`src/rtl/nand_block_remapper_defines.svh`:
```
// ----------------------------------------------------------------------------
// nand_block_remapper_defines: assertion macros shared by the RTL files.
// ----------------------------------------------------------------------------
`ifndef NAND_BLOCK_REMAPPER_DEFINES_SVH
`define NAND_BLOCK_REMAPPER_DEFINES_SVH

// Same-cycle implication, disabled while reset is asserted.
`define NBR_ASSERT_IMPLY(label, clk, rst_n, ante, cons) \
    label: assert property (@(posedge clk) disable iff (!rst_n) (ante) |-> (cons)) \
        else $error("nbr assertion failed");

// Next-cycle implication, disabled while reset is asserted.
`define NBR_ASSERT_NEXT(label, clk, rst_n, ante, cons) \
    label: assert property (@(posedge clk) disable iff (!rst_n) (ante) |=> (cons)) \
        else $error("nbr assertion failed");

`endif

```
`src/rtl/nbr_pkg.sv`:
```
// ----------------------------------------------------------------------------
// nbr_pkg
// Types and constants of the NAND block remapper.
// ----------------------------------------------------------------------------
`default_nettype none

package nbr_pkg;

    localparam int TOTAL_BLOCKS  = 1024;
    localparam int USABLE_BLOCKS = 960;
    localparam int BLOCK_BITS    = 17;
    localparam int PAGE_BITS     = 11;
    localparam int SECTOR_BITS   = 9;

    localparam int BLK_W    = 10;
    localparam int ADDR_W   = 27;
    localparam int SECTOR_W = 18;
    localparam int MARK_W   = 8;
    localparam int PAGE_W   = BLOCK_BITS - PAGE_BITS;
    localparam int LBLK_SHIFT = BLOCK_BITS - SECTOR_BITS;
    localparam int CNT_W    = $clog2(TOTAL_BLOCKS) + 1;
    localparam int MAP_AW   = $clog2(USABLE_BLOCKS);
    localparam int FMT_W    = $clog2(USABLE_BLOCKS + 1);

    localparam logic [1:0] ACT_MARK   = 2'd0;
    localparam logic [1:0] ACT_FORMAT = 2'd1;
    localparam logic [1:0] ACT_READ   = 2'd2;
    localparam logic [1:0] ACT_WRITE  = 2'd3;

    localparam logic [1:0] KIND_STATUS = 2'd0;
    localparam logic [1:0] KIND_READ   = 2'd1;
    localparam logic [1:0] KIND_MOVE   = 2'd2;

    localparam logic [1:0] ERR_OK          = 2'd0;
    localparam logic [1:0] ERR_NO_BLOCK    = 2'd1;
    localparam logic [1:0] ERR_RANGE       = 2'd2;
    localparam logic [1:0] ERR_UNFORMATTED = 2'd3;

    typedef struct packed {
        logic [1:0]          action;
        logic [BLK_W-1:0]    block_index;
        logic [MARK_W-1:0]   mark_first;
        logic [MARK_W-1:0]   mark_second;
        logic [SECTOR_W-1:0] sector;
    } cmd_word_t;

    typedef struct packed {
        logic [1:0]        kind;
        logic [ADDR_W-1:0] source_address;
        logic [ADDR_W-1:0] dest_address;
        logic              erase_dest;
        logic              merge_sector;
        logic [1:0]        error;
        logic              last;
    } rsp_word_t;

    typedef struct packed {
        logic       load_in;
        logic       clr_step;
        logic       mark_wr;
        logic       scan_start;
        logic       scan_run;
        logic       scan_fmt;
        logic       scan_srch;
        logic       set_formatted;
        logic       clr_formatted;
        logic       map_rd;
        logic       pg_clear;
        logic       pg_step;
        logic       free_old;
        logic       take_new;
        logic       emit_status;
        logic       emit_read;
        logic       emit_move;
        logic [1:0] err;
    } ctrl_cmd_t;

    typedef struct packed {
        logic clr_done;
        logic scan_done;
        logic fmt_full;
        logic srch_hit;
        logic range_err;
        logic formatted;
        logic pg_last;
        logic out_free;
    } dp_stat_t;

endpackage

`default_nettype wire

```
`src/rtl/nbr_ctrl.sv`:
```
// ----------------------------------------------------------------------------
// nbr_ctrl
// Sequencer: table clearing, mark, format scan, read, free-block search
// and page move emission.
// ----------------------------------------------------------------------------
`default_nettype none
`include "nand_block_remapper_defines.svh"

module nbr_ctrl (
    input  wire logic             clk,
    input  wire logic             rst_n,
    input  wire logic             cmd_valid,
    input  wire logic [1:0]       cmd_action,
    output logic                  cmd_ready,
    input  wire nbr_pkg::dp_stat_t stat,
    output nbr_pkg::ctrl_cmd_t    ctl
);

    localparam logic [3:0] S_CLEAR    = 4'd0;
    localparam logic [3:0] S_IDLE     = 4'd1;
    localparam logic [3:0] S_MARK     = 4'd2;
    localparam logic [3:0] S_FMT_INIT = 4'd3;
    localparam logic [3:0] S_FMT_SCAN = 4'd4;
    localparam logic [3:0] S_CHECK    = 4'd5;
    localparam logic [3:0] S_MAP      = 4'd6;
    localparam logic [3:0] S_READ     = 4'd7;
    localparam logic [3:0] S_SRCH     = 4'd8;
    localparam logic [3:0] S_MOVE     = 4'd9;
    localparam logic [3:0] S_FREE     = 4'd10;
    localparam logic [3:0] S_TAKE     = 4'd11;
    localparam logic [3:0] S_STATUS   = 4'd12;

    logic [3:0] state_reg, state_next;
    logic [1:0] act_reg, act_next;
    logic [1:0] err_reg, err_next;

    always_comb
    begin
        state_next = state_reg;
        act_next   = act_reg;
        err_next   = err_reg;
        ctl        = '0;
        ctl.err    = err_reg;
        cmd_ready  = 1'b0;
        unique case (state_reg)
            S_CLEAR:
            begin
                ctl.clr_step = 1'b1;
                if (stat.clr_done)
                begin
                    state_next = S_IDLE;
                end
            end
            S_IDLE:
            begin
                cmd_ready = 1'b1;
                if (cmd_valid)
                begin
                    ctl.load_in = 1'b1;
                    act_next = cmd_action;
                    unique case (cmd_action)
                        nbr_pkg::ACT_MARK:   state_next = S_MARK;
                        nbr_pkg::ACT_FORMAT: state_next = S_FMT_INIT;
                        default:             state_next = S_CHECK;
                    endcase
                end
            end
            S_MARK:
            begin
                ctl.mark_wr = 1'b1;
                err_next = nbr_pkg::ERR_OK;
                state_next = S_STATUS;
            end
            S_FMT_INIT:
            begin
                ctl.scan_start = 1'b1;
                ctl.clr_formatted = 1'b1;
                state_next = S_FMT_SCAN;
            end
            S_FMT_SCAN:
            begin
                ctl.scan_run = 1'b1;
                ctl.scan_fmt = 1'b1;
                if (stat.scan_done)
                begin
                    ctl.set_formatted = stat.fmt_full;
                    err_next = stat.fmt_full ? nbr_pkg::ERR_OK : nbr_pkg::ERR_NO_BLOCK;
                    state_next = S_STATUS;
                end
            end
            S_CHECK:
            begin
                priority if (!stat.formatted)
                begin
                    err_next = nbr_pkg::ERR_UNFORMATTED;
                    state_next = S_STATUS;
                end
                else if (stat.range_err)
                begin
                    err_next = nbr_pkg::ERR_RANGE;
                    state_next = S_STATUS;
                end
                else
                begin
                    ctl.map_rd = 1'b1;
                    state_next = S_MAP;
                end
            end
            S_MAP:
            begin
                if (act_reg == nbr_pkg::ACT_READ)
                begin
                    state_next = S_READ;
                end
                else
                begin
                    ctl.scan_start = 1'b1;
                    state_next = S_SRCH;
                end
            end
            S_READ:
            begin
                if (stat.out_free)
                begin
                    ctl.emit_read = 1'b1;
                    state_next = S_IDLE;
                end
            end
            S_SRCH:
            begin
                ctl.scan_run = 1'b1;
                ctl.scan_srch = 1'b1;
                priority if (stat.srch_hit)
                begin
                    ctl.pg_clear = 1'b1;
                    state_next = S_MOVE;
                end
                else if (stat.scan_done)
                begin
                    err_next = nbr_pkg::ERR_NO_BLOCK;
                    state_next = S_STATUS;
                end
            end
            S_MOVE:
            begin
                if (stat.out_free)
                begin
                    ctl.emit_move = 1'b1;
                    ctl.pg_step = 1'b1;
                    if (stat.pg_last)
                    begin
                        state_next = S_FREE;
                    end
                end
            end
            S_FREE:
            begin
                ctl.free_old = 1'b1;
                state_next = S_TAKE;
            end
            S_TAKE:
            begin
                ctl.take_new = 1'b1;
                state_next = S_IDLE;
            end
            S_STATUS:
            begin
                if (stat.out_free)
                begin
                    ctl.emit_status = 1'b1;
                    state_next = S_IDLE;
                end
            end
            default:
            begin
                state_next = S_IDLE;
            end
        endcase
    end

    always_ff @(posedge clk or negedge rst_n)
    begin
        if (!rst_n)
        begin
            state_reg <= S_CLEAR;
            act_reg   <= nbr_pkg::ACT_MARK;
            err_reg   <= nbr_pkg::ERR_OK;
        end
        else
        begin
            state_reg <= state_next;
            act_reg   <= act_next;
            err_reg   <= err_next;
        end
    end

    `NBR_ASSERT_IMPLY(a_ready_only_idle, clk, rst_n, cmd_ready, state_reg == S_IDLE)
    `NBR_ASSERT_NEXT(a_move_follows_hit, clk, rst_n,
        state_reg == S_SRCH && stat.srch_hit, state_reg == S_MOVE)
    `NBR_ASSERT_IMPLY(a_read_formatted, clk, rst_n, ctl.emit_read, stat.formatted)

endmodule

`default_nettype wire

```
`config.mk`:
```
export PLATFORM = sky130hd
export DESIGN_NAME = nbr_ctrl
export DESIGN_NICKNAME = d
export VERILOG_FILES = /design/src/rtl/nbr_pkg.sv /design/src/rtl/nbr_ctrl.sv
export VERILOG_INCLUDE_DIRS = /design/src /design/src/rtl
export SDC_FILE = /design/constraint.sdc
export NUM_CORES = 1
export LEC_CHECK = 0
export ABC_AREA = 1
export BUFFER_PORTS_ARGS = -buffer_cell sky130_fd_sc_hd__buf_2
export CORE_UTILIZATION = 45
export DETAILED_ROUTE_END_ITERATION = 12
export GPL_TIMING_DRIVEN = 1
export PLACE_DENSITY = 0.83
export SETUP_SLACK_MARGIN = 0.02
export SYNTH_ARGS = -nofsm -noshare
export SYNTH_HDL_FRONTEND = slang
export SYNTH_SLANG_ARGS = --single-unit
```
`constraint.sdc`:
```
create_clock -name clk -period 1.6 [get_ports clk]
set_input_delay 0.08 -clock clk [delete_from_list [all_inputs] [get_ports clk]]
set_output_delay 0.08 -clock clk [all_outputs]
set_load 0.05 [all_outputs]
```
==> results.py <==
metrics = {
    "setup_path": {
        "worst_ep_required_time_ps": 1520,
        "worstSetupPathType": "flop to output port",
        "worstSetupEndpointType": "output port",
        "ff2ff_path_depth": 10,
        "r2r_end": "state_reg[3]",
        "worstSetupStartpointType": "flop",
        "setup.worst_path.start": "state_reg[3]",
        "rrSetupSlack_ps": 190,
        "crit_end": "ctl[15]",
        "arrival_ps": 1470,
        "r2r-start": "state_reg[0]",
        "cp_max_fo": 6,
    },
    "sta": {
        "slew_headroom": 0.8266,
        "setup_violations": 0,
        "skew_ps": 7.389,
        "rsz0062_at_grt": "true",
        "fin_crit_sh": 0.9700,
        "drv_slew": 0,
        "tightest_slew_ps": 261.9,
        "fin_crit_ps": 1552,
        "fmax_ghz": 0.6443,
        "hold_viol": 0,
        "finalWorstSetupSlack_ps": 47.93,
    },
    "yosys": {
        "syn-cell-area_um2": 732.0,
        "ys_ff_latch": 8,
        "synth_fp_nets": 149,
        "yosysUniqueCellTypes": 17,
        "syn_inst": 136,
        "yosysWarnings": 0,
        "yosysSeqAreaShare": 0.2735,
        "avgSynthCellArea_um2": 5.382,
    },
    "power_and_ir_drop": {
        "swShare": 0.6081,
        "power_mw": 2.217,
        "power_frac_comb": 0.740,
        "internal_power_uw": 869.0,
        "p_per_area_mw_per_mm2": 2100,
        "ir_drop_uv": 1109,
        "seqPwrFrac": 0.193,
        "power_frac_clock": 0.067,
        "p_leak_nw": 0.6550,
        "p_switching_mw": 1.348,
    },
    "die": {
        "io_pins": 33,
        "core_mm2": 0.001506,
        "die-height_um": 42.33,
        "start_util": 0.4859,
        "dieWidth_um": 42.33,
        "dieArea_mm2": 0.001792,
        "rows": 14,
    },
    "global_routing": {
        "gr-max-usage-layer": "met2",
        "grt_max_degree": 9,
        "grt_usage": 0.2527,
        "overflow": 0,
        "grt_pass1_vias": 864,
        "grt_pass1_wl_mm": 3.498,
        "grt_antenna_before_repair": 0,
        "grtUsageMet2": 0.3877,
        "gr-usage-met3": 0.03448,
        "use_met1": 0.3397,
    },
    "drt": {
        "wl_mm": 2.194,
        "drt_iter0_drc": 28,
        "drc": 0,
        "ant_nets": 0,
        "drt-vias-per-instance": 5.105,
        "vias": 970,
        "wire_per_inst_um": 11.55,
        "first_pass_iters": 4,
    },
    "clock_tree": {
        "cts-buffers-inserted": 3,
        "insertion_delay_ps": 250,
        "cts_max_path_buffers": 2,
        "cts_tree": "built",
        "numClockSinks": 8,
        "root_buffer": "clkbuf_4",
        "htreeDepth": 1,
        "clk_pin_slew_ps": 60,
    },
    "outcome": {
        "status": "complete, no violations",
    },
    "placed_design": {
        "portBuffers": 32,
        "dp.cells": 182,
        "hpwl_mm": 1.618,
        "routabilityCongestion": 0.9329,
        "place_ws_ps": 184.2,
    },
    "final_layout": {
        "fill_cells": 145,
        "final_cell_mix": "nand2_1 (53), buf_2 (25), inv_1 (19)",
        "fin_util": 0.7010,
        "area_growth_pct": 44.27,
        "mostFrequentLayoutCell": "nand2_1",
        "n_antenna_cell": 0,
        "largest_reg_flops": 4,
        "fin_cells": 190,
        "layout-drive-gt1-share": 0.3678,
        "fin_nets": 189,
    },
    "worst_hold_path": {
        "hold_path.class": "input pin to flop",
    },
    "run": {
        "max_cap_violations": 0,
    },
}
## cell usage after synthesis
library cell | count | share of area
nand2_1 | 56 | 0.29
nor2_1 | 25 | 0.13
inv_1 | 22 | 0.11
nand3_1 | 9 | 0.062
dfrtp_1 | 8 | 0.27
o21ai_0 | 3 | 0.021
a21oi_1 | 2 | 0.014
nor2_2 | 2 | 0.017
buf_2 | 1 | 0.0068
buf_4 | 1 | 0.010
inv_2 | 1 | 0.0051
nand2_2 | 1 | 0.0086
nand3b_1 | 1 | 0.010
nand4_1 | 1 | 0.0086
nor2_4 | 1 | 0.015
o211ai_1 | 1 | 0.010
o21a_1 | 1 | 0.010
## worst min-delay path by stage
stage	startpoint	end	slack, ps	cells past startpoint
finish	cmd_action[1]	act_reg[1]	90	3
global route	cmd_action[1]	act_reg[1]	110	3
CTS	cmd_action[1]	act_reg[1]	90	3
detailed placement	rst_n	act_reg[1]	-70	1
global placement	rst_n	act_reg[1]	-70	1
floorplan	rst_n	act_reg[0]	-220	0
## stage by stage
step | area (µm²) | TNS (ps) | hold slack [ps]
floorplan | 763.2 | -79.45 | -215.6
global placement | 930.9 | 0 | -70.09
detailed placement | 930.9 | 0 | -66.89
CTS | 982.2 | 0 | 91.03
global route | 1056 | -20.81 | 105.5
finish | 1056 | 0 | 91.13
## cells by family after synthesis
kind of cell	after synthesis	share of synthesized area
AND/OR/NAND/NOR	96	0.5368
AO/OA/AOI/OAI	7	0.05470
flip-flops	8	0.2735
buffers and inverters	25	0.1350
## per-layer routing
metal  routed length, µm  up-vias
met1                 922      435
li1                    -      487
met2                1113       44
met4                  27        0
met3                 131        4
met5                   0        -
## worst max-delay path, stage by stage, from the launching register on
cell and delay [ps]:
dfrtp_2 460, inv_2 120, nand2_2 110, nor2_2 140
nand2_1 100, o21ai_1 110, buf_6 180
## timing repair
item	in CTS	in global routing
pin swaps	0	3
setup endpoints to repair	5	13
gates resized for setup	9	19
endpoints found under the hold margin	8	0
cloned	0	0
setup buffers	0	4
hold buffers	1	0
## final cells by class
class / count / area (µm²) / area share
inverters: 23 / 88.84 / 0.08412
repair buffers: 37 / 232.7 / 0.2204
clock buffers: 3 / 22.52 / 0.02133
well taps: 16 / 20.02 / 0.01896
multi-input cells: 103 / 486.7 / 0.4609
flip-flops and latches: 8 / 205.2 / 0.1943
## power by group through the flow
stage,Combinational (mW),Clock (mW),Sequential (mW)
after floorplan,1.13,0,0.434
after global routing,1.78,0.165,0.438
after detailed placement,1.47,0,0.397
final,1.64,0.149,0.428
after global placement,1.44,0,0.393
after CTS,1.50,0.155,0.404
No activity file was read; power rests on OpenSTA's default activity.
